$ cat src/design/lambda_term_tokenizer_top_macros.svh
// Assertion macros for the lambda term tokenizer.
// Included by the files that carry concurrent checks; no other dependencies.
`ifndef LAMBDA_TERM_TOKENIZER_TOP_MACROS_SVH
`define LAMBDA_TERM_TOKENIZER_TOP_MACROS_SVH

// Same-cycle implication, disabled in reset
`define LTT_ASSERT_IMPL(label, clk, rst, ante, cons) \
   label: assert property (@(posedge clk) disable iff (rst) (ante) |-> (cons)) \
      else $error("tokenizer check failed");

// Next-cycle implication, disabled in reset
`define LTT_ASSERT_NEXT(label, clk, rst, ante, cons) \
   label: assert property (@(posedge clk) disable iff (rst) (ante) |=> (cons)) \
      else $error("tokenizer check failed");

`endif

$ cat src/design/ltt_pkg.sv
// Shared types and constants for the lambda term tokenizer.
// No dependencies; imported by every tokenizer module.
package ltt_pkg;

   localparam int POSITION_BITS_DEF = 16;
   localparam int QUEUE_DEPTH       = 4;

   // Token kinds
   localparam logic [2:0] KIND_LAMBDA  = 3'd0;
   localparam logic [2:0] KIND_IDENT   = 3'd1;
   localparam logic [2:0] KIND_DOT     = 3'd2;
   localparam logic [2:0] KIND_LPAREN  = 3'd3;
   localparam logic [2:0] KIND_RPAREN  = 3'd4;
   localparam logic [2:0] KIND_INVALID = 3'd5;

   // Keyword match progress codes
   localparam logic [2:0] KW_NONE     = 3'd0;
   localparam logic [2:0] KW_FULL     = 3'd6;
   localparam logic [2:0] KW_MISMATCH = 3'd7;

   typedef struct packed {
      logic [2:0]  kind;
      logic [15:0] start;
      logic [15:0] length;
      logic        last_of_run;
      logic        source_done;
   } token_type;

   // Results of one byte: one or two tokens
   typedef struct packed {
      token_type tok0;
      token_type tok1;
      logic      two_tok;
   } entry_type;

   // Characters of the keyword "lambda"
   function automatic logic [7:0] kw_char(input logic [2:0] idx);
      logic [7:0] ch;
      unique case (idx)
         3'd0:    ch = 8'h6C; // l
         3'd1:    ch = 8'h61; // a
         3'd2:    ch = 8'h6D; // m
         3'd3:    ch = 8'h62; // b
         3'd4:    ch = 8'h64; // d
         3'd5:    ch = 8'h61; // a
         default: ch = 8'h00;
      endcase
      return ch;
   endfunction

endpackage

$ cat src/design/ltt_front.sv
// Front end: accepts source bytes, tracks the pending word and builds tokens.
// Depends on ltt_pkg; pushes one entry per token-producing byte into ltt_queue.
module ltt_front import ltt_pkg::*; #(
   parameter int POSITION_BITS = POSITION_BITS_DEF
) (
   input  logic       clock,
   input  logic       reset,
   input  logic       req_valid,
   output logic       req_ready,
   input  logic [7:0] req_char_code,
   input  logic       req_end_of_source,
   input  logic       q_full,
   output logic       push,
   output entry_type  push_entry
);

   localparam int DW = (POSITION_BITS + 1 > 17) ? POSITION_BITS + 1 : 17;

   localparam logic [7:0] CH_SPACE  = 8'h20;
   localparam logic [7:0] CH_TAB    = 8'h09;
   localparam logic [7:0] CH_LF     = 8'h0A;
   localparam logic [7:0] CH_CR     = 8'h0D;
   localparam logic [7:0] CH_LPAREN = 8'h28;
   localparam logic [7:0] CH_RPAREN = 8'h29;
   localparam logic [7:0] CH_DOT    = 8'h2E;
   localparam logic [7:0] CH_UNDER  = 8'h5F;

   logic [POSITION_BITS-1:0] pos_ff, pos_in;
   logic [POSITION_BITS-1:0] start_ff, start_in;
   logic                     pending_ff, pending_in;
   logic                     ident_ff, ident_in;
   logic [2:0]               kw_ff, kw_in;

   logic                     accept;
   logic [7:0]               c;
   logic                     is_alpha, is_digit, is_under, is_delim, is_sym;
   logic                     n_pending, n_ident;
   logic [POSITION_BITS-1:0] n_start;
   logic [2:0]               n_kw;
   logic [2:0]               cur_kind, new_kind, sym_kind;
   logic [DW-1:0]            pos_x, start_x, n_start_x, close_diff, final_diff;
   logic                     has_close, has_final;
   token_type                close_tok, sym_tok, final_tok;
   entry_type                entry;

   assign req_ready = ~q_full;
   assign accept    = req_valid & ~q_full;

   // Classify the byte
   always_comb begin
      c        = req_char_code;
      is_alpha = (c >= 8'h61 && c <= 8'h7A) || (c >= 8'h41 && c <= 8'h5A);
      is_digit = (c >= 8'h30 && c <= 8'h39);
      is_under = (c == CH_UNDER);
      is_sym   = (c == CH_LPAREN) || (c == CH_RPAREN) || (c == CH_DOT);
      is_delim = is_sym || (c == CH_SPACE) || (c == CH_TAB) ||
                 (c == CH_LF) || (c == CH_CR);
      if (c == CH_LPAREN) begin
         sym_kind = KIND_LPAREN;
      end else if (c == CH_RPAREN) begin
         sym_kind = KIND_RPAREN;
      end else begin
         sym_kind = KIND_DOT;
      end
   end

   // Advance the pending word
   always_comb begin
      if (is_delim) begin
         n_pending = 1'b0;
         n_start   = start_ff;
         n_ident   = 1'b1;
         n_kw      = KW_NONE;
      end else if (!pending_ff) begin
         n_pending = 1'b1;
         n_start   = pos_ff;
         n_ident   = is_alpha | is_under;
         n_kw      = (c == kw_char(KW_NONE)) ? 3'd1 : KW_MISMATCH;
      end else begin
         n_pending = 1'b1;
         n_start   = start_ff;
         n_ident   = ident_ff & (is_alpha | is_digit | is_under);
         n_kw      = (kw_ff < KW_FULL && c == kw_char(kw_ff)) ? kw_ff + 3'd1
                                                                : KW_MISMATCH;
      end
      cur_kind = (kw_ff == KW_FULL) ? KIND_LAMBDA : (ident_ff ? KIND_IDENT : KIND_INVALID);
      new_kind = (n_kw == KW_FULL) ? KIND_LAMBDA : (n_ident ? KIND_IDENT : KIND_INVALID);
   end

   // Build the tokens of this byte
   always_comb begin
      pos_x      = DW'(pos_ff);
      start_x    = DW'(start_ff);
      n_start_x  = DW'(n_start);
      close_diff = pos_x - start_x;
      final_diff = pos_x - n_start_x + DW'(1);

      close_tok.kind        = cur_kind;
      close_tok.start       = start_x[15:0];
      close_tok.length      = (close_diff > DW'(16'hFFFF)) ? 16'hFFFF : close_diff[15:0];
      close_tok.last_of_run = 1'b0;
      close_tok.source_done = 1'b0;

      sym_tok.kind        = sym_kind;
      sym_tok.start       = pos_x[15:0];
      sym_tok.length      = 16'd1;
      sym_tok.last_of_run = 1'b0;
      sym_tok.source_done = 1'b0;

      final_tok.kind        = new_kind;
      final_tok.start       = n_start_x[15:0];
      final_tok.length      = (final_diff > DW'(16'hFFFF)) ? 16'hFFFF : final_diff[15:0];
      final_tok.last_of_run = 1'b0;
      final_tok.source_done = 1'b0;

      has_close = is_delim & pending_ff;
      has_final = ~is_delim & req_end_of_source;

      entry.tok0    = has_close ? close_tok : (is_sym ? sym_tok : final_tok);
      entry.tok1    = sym_tok;
      entry.two_tok = has_close & is_sym;

      // Mark the last token of the run
      if (entry.two_tok) begin
         entry.tok1.last_of_run = 1'b1;
         entry.tok1.source_done = req_end_of_source;
      end else begin
         entry.tok0.last_of_run = 1'b1;
         entry.tok0.source_done = req_end_of_source;
      end
   end

   assign push       = accept & (has_close | is_sym | has_final);
   assign push_entry = entry;

   // Next word state; clear everything after the final byte
   always_comb begin
      pos_in     = pos_ff;
      start_in   = start_ff;
      pending_in = pending_ff;
      ident_in   = ident_ff;
      kw_in      = kw_ff;
      if (accept) begin
         if (req_end_of_source) begin
            pos_in     = '0;
            start_in   = '0;
            pending_in = 1'b0;
            ident_in   = 1'b1;
            kw_in      = KW_NONE;
         end else begin
            pos_in     = (pos_ff != '1) ? pos_ff + POSITION_BITS'(1) : pos_ff;
            start_in   = n_start;
            pending_in = n_pending;
            ident_in   = n_ident;
            kw_in      = n_kw;
         end
      end
   end

   always_ff @(posedge clock) begin
      if (reset) begin
         pos_ff     <= '0;
         start_ff   <= '0;
         pending_ff <= 1'b0;
         ident_ff   <= 1'b1;
         kw_ff      <= KW_NONE;
      end else begin
         pos_ff     <= pos_in;
         start_ff   <= start_in;
         pending_ff <= pending_in;
         ident_ff   <= ident_in;
         kw_ff      <= kw_in;
      end
   end

endmodule

$ cat src/design/ltt_queue.sv
// Short entry queue between the tokenizer front and back ends.
// Depends on ltt_pkg and the assertion macros header.
`include "lambda_term_tokenizer_top_macros.svh"

module ltt_queue import ltt_pkg::*; (
   input  logic      clock,
   input  logic      reset,
   input  logic      push,
   input  entry_type push_entry,
   output logic      full,
   input  logic      pop,
   output entry_type head_entry,
   output logic      empty
);

   localparam int PTR_W = $clog2(QUEUE_DEPTH);
   localparam int CNT_W = $clog2(QUEUE_DEPTH + 1);

   entry_type              entries_ff [QUEUE_DEPTH];
   logic [PTR_W-1:0]       wr_ff, wr_in;
   logic [PTR_W-1:0]       rd_ff, rd_in;
   logic [CNT_W-1:0]       cnt_ff, cnt_in;

   assign full       = (cnt_ff == CNT_W'(QUEUE_DEPTH));
   assign empty      = (cnt_ff == '0);
   assign head_entry = entries_ff[rd_ff];

   // Advance pointers and count
   always_comb begin
      wr_in  = push ? ((wr_ff == PTR_W'(QUEUE_DEPTH - 1)) ? '0 : wr_ff + PTR_W'(1)) : wr_ff;
      rd_in  = pop  ? ((rd_ff == PTR_W'(QUEUE_DEPTH - 1)) ? '0 : rd_ff + PTR_W'(1)) : rd_ff;
      cnt_in = cnt_ff;
      if (push && !pop) begin
         cnt_in = cnt_ff + CNT_W'(1);
      end else if (pop && !push) begin
         cnt_in = cnt_ff - CNT_W'(1);
      end
   end

   always_ff @(posedge clock) begin
      if (reset) begin
         wr_ff  <= '0;
         rd_ff  <= '0;
         cnt_ff <= '0;
      end else begin
         wr_ff  <= wr_in;
         rd_ff  <= rd_in;
         cnt_ff <= cnt_in;
      end
   end

   // Store the pushed entry
   always_ff @(posedge clock) begin
      if (push) begin
         entries_ff[wr_ff] <= push_entry;
      end
   end

   `LTT_ASSERT_IMPL(a_cnt_bound, clock, reset, 1'b1, cnt_ff <= CNT_W'(QUEUE_DEPTH))
   `LTT_ASSERT_IMPL(a_no_overflow, clock, reset, push, !full)
   `LTT_ASSERT_IMPL(a_no_underflow, clock, reset, pop, !empty)
   `LTT_ASSERT_NEXT(a_cnt_grow, clock, reset, push && !pop, cnt_ff == $past(cnt_ff) + CNT_W'(1))

endmodule

$ cat src/design/ltt_back.sv
// Back end: plays out the one or two tokens of each queued entry.
// Depends on ltt_pkg; reads the head of ltt_queue.
module ltt_back import ltt_pkg::*; (
   input  logic        clock,
   input  logic        reset,
   input  entry_type   head_entry,
   input  logic        empty,
   output logic        pop,
   output logic        rsp_valid,
   input  logic        rsp_ready,
   output logic [2:0]  rsp_token_kind,
   output logic [15:0] rsp_lexeme_start,
   output logic [15:0] rsp_lexeme_length,
   output logic        rsp_last_of_run,
   output logic        rsp_source_done
);

   logic      sel_ff, sel_in;
   logic      beat;
   token_type tok;

   assign rsp_valid = ~empty;
   assign beat      = rsp_valid & rsp_ready;
   assign tok       = sel_ff ? head_entry.tok1 : head_entry.tok0;

   assign rsp_token_kind    = tok.kind;
   assign rsp_lexeme_start  = tok.start;
   assign rsp_lexeme_length = tok.length;
   assign rsp_last_of_run   = tok.last_of_run;
   assign rsp_source_done   = tok.source_done;

   // Drop the entry after its last token's beat
   always_comb begin
      pop    = 1'b0;
      sel_in = sel_ff;
      if (beat) begin
         if (!sel_ff && head_entry.two_tok) begin
            sel_in = 1'b1;
         end else begin
            sel_in = 1'b0;
            pop    = 1'b1;
         end
      end
   end

   always_ff @(posedge clock) begin
      if (reset) begin
         sel_ff <= 1'b0;
      end else begin
         sel_ff <= sel_in;
      end
   end

endmodule

$ cat src/design/lambda_term_tokenizer_top.sv
// Lambda term tokenizer: one source byte in per beat, zero to two tokens out.
// A byte's tokens are registered in the queue and offered from its head.
// Throughput: one byte per cycle while the queue has room; one token per cycle
// out while rsp_ready is high, with entries held in a four-entry queue.
// Reset (synchronous): clears position, word state and the queue.
module lambda_term_tokenizer_top import ltt_pkg::*; #(
   parameter int POSITION_BITS = POSITION_BITS_DEF
) (
   input  logic        clock,
   input  logic        reset,
   input  logic        req_valid,
   output logic        req_ready,
   input  logic [7:0]  req_char_code,
   input  logic        req_end_of_source,
   output logic        rsp_valid,
   input  logic        rsp_ready,
   output logic [2:0]  rsp_token_kind,
   output logic [15:0] rsp_lexeme_start,
   output logic [15:0] rsp_lexeme_length,
   output logic        rsp_last_of_run,
   output logic        rsp_source_done
);

   logic      q_full, q_empty, q_push, q_pop;
   entry_type push_entry, head_entry;

   ltt_front #(
      .POSITION_BITS(POSITION_BITS)
   ) u_front (
      .clock             (clock),
      .reset             (reset),
      .req_valid         (req_valid),
      .req_ready         (req_ready),
      .req_char_code     (req_char_code),
      .req_end_of_source (req_end_of_source),
      .q_full            (q_full),
      .push              (q_push),
      .push_entry        (push_entry)
   );

   ltt_queue u_queue (
      .clock      (clock),
      .reset      (reset),
      .push       (q_push),
      .push_entry (push_entry),
      .full       (q_full),
      .pop        (q_pop),
      .head_entry (head_entry),
      .empty      (q_empty)
   );

   ltt_back u_back (
      .clock             (clock),
      .reset             (reset),
      .head_entry        (head_entry),
      .empty             (q_empty),
      .pop               (q_pop),
      .rsp_valid         (rsp_valid),
      .rsp_ready         (rsp_ready),
      .rsp_token_kind    (rsp_token_kind),
      .rsp_lexeme_start  (rsp_lexeme_start),
      .rsp_lexeme_length (rsp_lexeme_length),
      .rsp_last_of_run   (rsp_last_of_run),
      .rsp_source_done   (rsp_source_done)
   );

endmodule

$ cat config.mk
export PLATFORM = sky130hd
export DESIGN_NAME = lambda_term_tokenizer_top
export DESIGN_NICKNAME = d
export VERILOG_FILES = /design/src/design/ltt_pkg.sv /design/src/design/ltt_front.sv /design/src/design/ltt_queue.sv /design/src/design/ltt_back.sv /design/src/design/lambda_term_tokenizer_top.sv
export VERILOG_INCLUDE_DIRS = /design/src /design/src/design
export SDC_FILE = /design/constraint.sdc
export NUM_CORES = 1
export LEC_CHECK = 0
export CAP_MARGIN = 15
export CORE_MARGIN = 2
export CORE_UTILIZATION = 25
export DETAILED_ROUTE_END_ITERATION = 10
export DONT_BUFFER_PORTS = 1
export GPL_TIMING_DRIVEN = 0
export SETUP_SLACK_MARGIN = 0.3
export SLEW_MARGIN = 20
export SYNTH_ARGS = -nofsm -noshare
export SYNTH_HDL_FRONTEND = slang
export SYNTH_SLANG_ARGS = --single-unit
$ cat constraint.sdc
create_clock -name clock -period 4.8 [get_ports clock]
set_clock_uncertainty 0.1 [all_clocks]
set_input_delay 0.24 -clock clock [delete_from_list [all_inputs] [get_ports clock]]
set_output_delay 0.24 -clock clock [all_outputs]
set_load 0.005 [all_outputs]
== Yosys cells after proc, flatten, opt, wreduce, memory -nomap -nowiden ==
Memory sizes are Yosys's and may differ from the RTL's. A register that Yosys moved wholly into a read port is not among the register bits.
Cells that the tools add are included.
Word-level totals
  flip-flop bits (word level): 45
  RAM bits: 236
  output and inout bits: 39
  word-level logic and storage cells: 129
  memories kept: 1
Memories
  u_queue.entries_ff: words 4, bits a word 59, read ports 1, clocked after memory_dff 1, wr ports 1, RTL line ltt_queue.sv:19  | entry_type entries_ff [QUEUE_DEPTH];
Cells by class
  add/sub/neg operators: 9
  $lt $le $gt $ge: 9
  equal/unequal tests: 21
  muxes and demuxes: 42
  bitwise gates (word level): 15
  reductions and logical operators: 23
Operator list (count)
  $mux 16: 7
  $mux 37: 3
  $mux 3: 13
  $pmux 7 s5: 1
  $gt 17x16->1 const B: 2
  $sub 16x16->17: 2
  $eq 8x6->1 const B: 4
  $eq 8x4->1 const B: 3
  $add 17x1->17 const B: 1
  $add 16x1->16 const B: 1
  $eq 8x7->1 const B: 2
  $ge 8x7->1 const B: 2
  $le 8x7->1 const B: 2
  $mux 8: 2
  $ne 16x16->1 const B: 1
  $eq 3x3->1 const B: 5
  $mux 2: 6
  $mux 1: 10
  $eq 8x8->1: 1
  $ge 8x6->1 const B: 1
  $le 8x6->1 const B: 1
  $and 1x1->1: 7
  $logic_and 1x1->1: 7
  $logic_or 1x1->1: 7
  14 further kinds: 28

== Longest topological paths before layout ==
  depth in word-level cells: 18
  mapped depth: 18
  gate-level depth less buffers: 16

== Hierarchy ==
Synthesis repeated with hierarchy kept, for this count alone.
Second synthesis, totals
  cell total of the unflattened synthesis: 1095
  area, all modules: 16183.0 sq um
Modules (own cells, without submodules)
  ltt_queue: instances 1, cells an instance 435, area each 11258.3 sq um, seq. area each 9188.8 sq um
  ltt_front: instances 1, cells an instance 612, area each 4380.5 sq um, seq. area each 740.7 sq um
  ltt_back: instances 1, cells an instance 48, area each 544.3 sq um, seq. area each 20.0 sq um

== Worst setup path before layout ==
No wires, ideal clock.
  path type: input port to flip-flop
  from: input port req_char_code[2]
  to: memory u_queue.entries_ff[0][28] (netlist name), data pin
  setup time: 0.201 ns
  data arrival time: 3.847 ns
  data required time: 4.499 ns
  path slack: 0.652 ns
  stages: 16
  path through: or3b_2 -> a211o_1 -> nand4_1 -> clkbuf_1 -> mux2i_1 -> ha_1 -> ha_1 -> clkbuf_1 -> o21ai_0 -> a21oi_1 -> nor2_1 -> o31ai_1 -> xnor2_1 -> buf_2 -> nor2_1 -> o21ai_0
RTL lines
  from (decl): RTL line lambda_term_tokenizer_top.sv:13  | input logic [7:0] req_char_code,
  to (decl): RTL line ltt_queue.sv:19

==> flow_summary.toml <==
[synth]
synth-warning-count = 0
yosysSeqAreaShare_pct = 58.60
synth_edf_count = 232
syn-cell-area_um2 = 13490
synth_top_area_share_pct = 51.63
ys_ff_latch = 279
yosysTopAreaCell = "edfxtp_1"
synth_ff_type = "edfxtp_1"
syn_nets = 1102
netlist_top_cells_area = "edfxtp_1, mux4_2, dfxtp_1, ha_1, nand2_1"
yosys.cell_types.count = 72
async_reset_ff_share_pct = 0
synth.avg_cell_area_um2 = 13.00
syn_inst = 1038

[timing]
max_freq_mhz = 235.4
worst_pin_slew_ns = 1.060
fin_crit_ns = 4.248
setup_viol = 0
setup_ws_ns = 0.5523
slew_headroom_pct = 28.98
hold_viol = 0
slew_violations = 0
finalCritPeriodShare_pct = 88.49
rsz0062_at_grt = "no"

[drt]
vias = 8404
antenna_left = 0
first_iter_violations = 571
drt_drc_violations_left = 0
drt_wl_total_um = 31950
wire_per_inst_um = 17.73
viasPerCell = 4.664
firstDrtPassIters = 6

[global_routing]
grt_max_degree = 39
grt_pass1_wl_um = 49540
grt_overflow = 0
grt_pass1_vias = 8482
grt_use_total_pct = 11.32
antenna_found_initial = 0

[worst_hold_path]
holdCritPathClass = "input port to flop"
hold_depth = 2

[die]
die-area_um2 = 55850
start_util_pct = 25.18
ios = 52
rows = 85
die_y_um = 236.3
core_area_um2 = 53600
chipWidth_um = 236.3

[worst_setup_path]
arrival_ns = 4.46
cpPeakStageDelay_ns = 0.39
cp_slowest_cell = "ha_1"
cp_data_required_time_ns = 5.01
path_max_fanout = 10
end_kind = "flop"
startpoint_type = "flop"
ff2ff_path_depth = 15
cp_cell_sequence = "buf_2, inv_1, nand4_1, buf_4, clkbuf_1, nand2_1, ha_1, a21o_1, a221o_1, a31oi_2, o31ai_1, xnor2_2, buf_2, nor2_1, o21ai_1"
criticalPathCategory = "flop to flop"
cpMostUsedCell = "buf_2"

[clock_tree]
clock_tree.buffer_depth = 3
tritoncts_num_sinks = 279
cts-root-buf = "clkbuf_16"
clk_pin_slew_ns = 0.06
worstSkewPairLatency_ns = 0.54
cts_tree = "yes"
numCtsBuffers = 28
ctsHtreeMaxLevel = 1

[place]
hpwlAfterDp_um = 22760
place_congestion = 0.8214
dp.cells = 1738
post-place-ws_ns = -0.6699
place.port_buffers = 0

[status]
status = "completed"

[cells_and_area]
nets = 1148
drive_above_1_share_pct = 12.93
final_cells = 1802
antenna_cells = 0
syn2layout_area_growth_pct = 14.95

[power]
irDropWorstVdd_v = 0.0002281
leakage_uw = 0.005283
powerDensity_nw_per_um2 = 389.7

[run]
cap_violations = 0
-- cell families after synthesis --
kind of cell             Yosys count  share of synthesized area (%)
flip-flops                       279                          58.60
AND/OR/NAND/NOR                  308                          11.12
adder cells (fa/ha/maj)           51                          4.896
XOR/XNOR                          47                          3.050
buffers and inverters             95                          2.828
multiplexers                      70                          10.58
AO/OA/AOI/OAI                    188                          8.929
-- state kept, by name, summed over array words and instances (netlist names), named ones only --
register / cells
u_back.sel_ff: 1
u_front.ident_ff: 1
u_front.kw_ff: 3
u_front.pending_ff: 1
u_front.pos_ff: 16
u_front.start_ff: 16
u_queue.cnt_ff: 3
u_queue.entries_ff: 232
u_queue.rd_ff: 2
u_queue.wr_ff: 2
-- power by group --
group,total [uW],switching (uW),internal [uW]
Sequential,2820,57.2,2760
Clock,2110,873,1240
Combinational,1120,656,461
-- Yosys cell counts (all sizes together) (2+ instances only) --
master     n
a2111oi    2
a211o      3
a211oi     4
a21o       8
a21oi     47
a22o      16
a311oi     2
a31oi      9
and2      24
and3      10
and3b      3
and4       4
buf       20
clkbuf    31
dfxtp     47
edfxtp   232
fa         3
ha        48
inv       44
mux2i     11
mux4      58
nand2    118
nand2b     8
nand3     19
nand4     10
nand4b     4
nor2      64
nor2b      8
nor3      11
nor4       3
o2111ai    2
o211ai     3
o21a       8
o21ai     64
o21bai     4
o22ai      2
o31ai      2
o32ai      2
or2        2
or3       12
or3b       2
xnor2     18
xor2      29
-- critical path, delay by kind of cell, from the launching register on --
kind,cells,cell delay (ns)
and+or+nand+nor,3,0.37
AOI/OAI and AO/OA,5,1.30
DFF,1,0.31
xor gates and xnor gates,1,0.34
adders and majority gates,1,0.39
buffers and inverters,5,1.20
-- per-stage QoR --
stage	TNS [ns]	total power, uW	cell area [um2]	hold slack, ns	util, %
final	0	6044	15510	0.003028	28.94
after CTS	0	6119	15490	0.003425	28.91
after floorplan	0	3680	13490	0.2966	-
after global routing	0	6318	15510	0.001483	28.94
after detailed placement	-26.90	4008	14490	0.3139	27.02
after global placement	-143.35	4007	14370	0.3091	26.80
-- final timing paths --
check / start / to / slack (ns)
setup / recovery: u_front.pending_ff$_SDFFE_PP0P_ / u_queue.entries_ff[1][26]$_DFFE_PP_ / 0.55
hold / removal: req_char_code[0] / u_queue.entries_ff[3][57]$_DFFE_PP_ / 0.003
setup reg to reg: u_front.pending_ff$_SDFFE_PP0P_ / u_queue.entries_ff[1][26]$_DFFE_PP_ / 0.55
hold reg to reg: u_queue.cnt_ff[2]$_SDFFE_PP0P_ / u_queue.cnt_ff[2]$_SDFFE_PP0P_ / 0.40
-- layer usage --
metal	track usage [%]	routed length (um)
met1	15.15	14680
met2	19.06	15130
met3	1.966	1648
met4	2.704	491
met5	0	0
-- what timing repair did --
item                                    4_1_cts  5_1_grt
hold buffers                                  9        0
endpoints found under the setup margin       56       48
cloned                                        0        0
pin swaps                                     0        1
buffers inserted                              1        2
gates resized for setup                       8        6
endpoints found under the hold margin        22        0
-- layout make-up --
cell class,count,area [um2]
fill,5422,38090
clock buffer,43,825.8
timing repair buffer,16,222.7
multi-input combinational,664,5230
inverter,44,165.2
sequential,279,7908
buffer,51,219.0
clock inverter,9,70.07
tap,696,870.8
-- placed cells by master (no fill, tap or decap), drive strengths merged, types with 16 or more instances in the layout --
cell type / Yosys / routed
a22o: 16 / 16
nand2: 118 / 118
o21ai: 64 / 64
edfxtp: 232 / 232
nor2: 64 / 64
xnor2: 18 / 18
nand3: 19 / 19
inv: 44 / 44
xor2: 29 / 29
buf: 20 / 27
dfxtp: 47 / 47
clkbuf: 31 / 74
mux4: 58 / 58
and2: 24 / 24
ha: 48 / 48
a21oi: 47 / 47
Power figures use the tool's default switching activity.
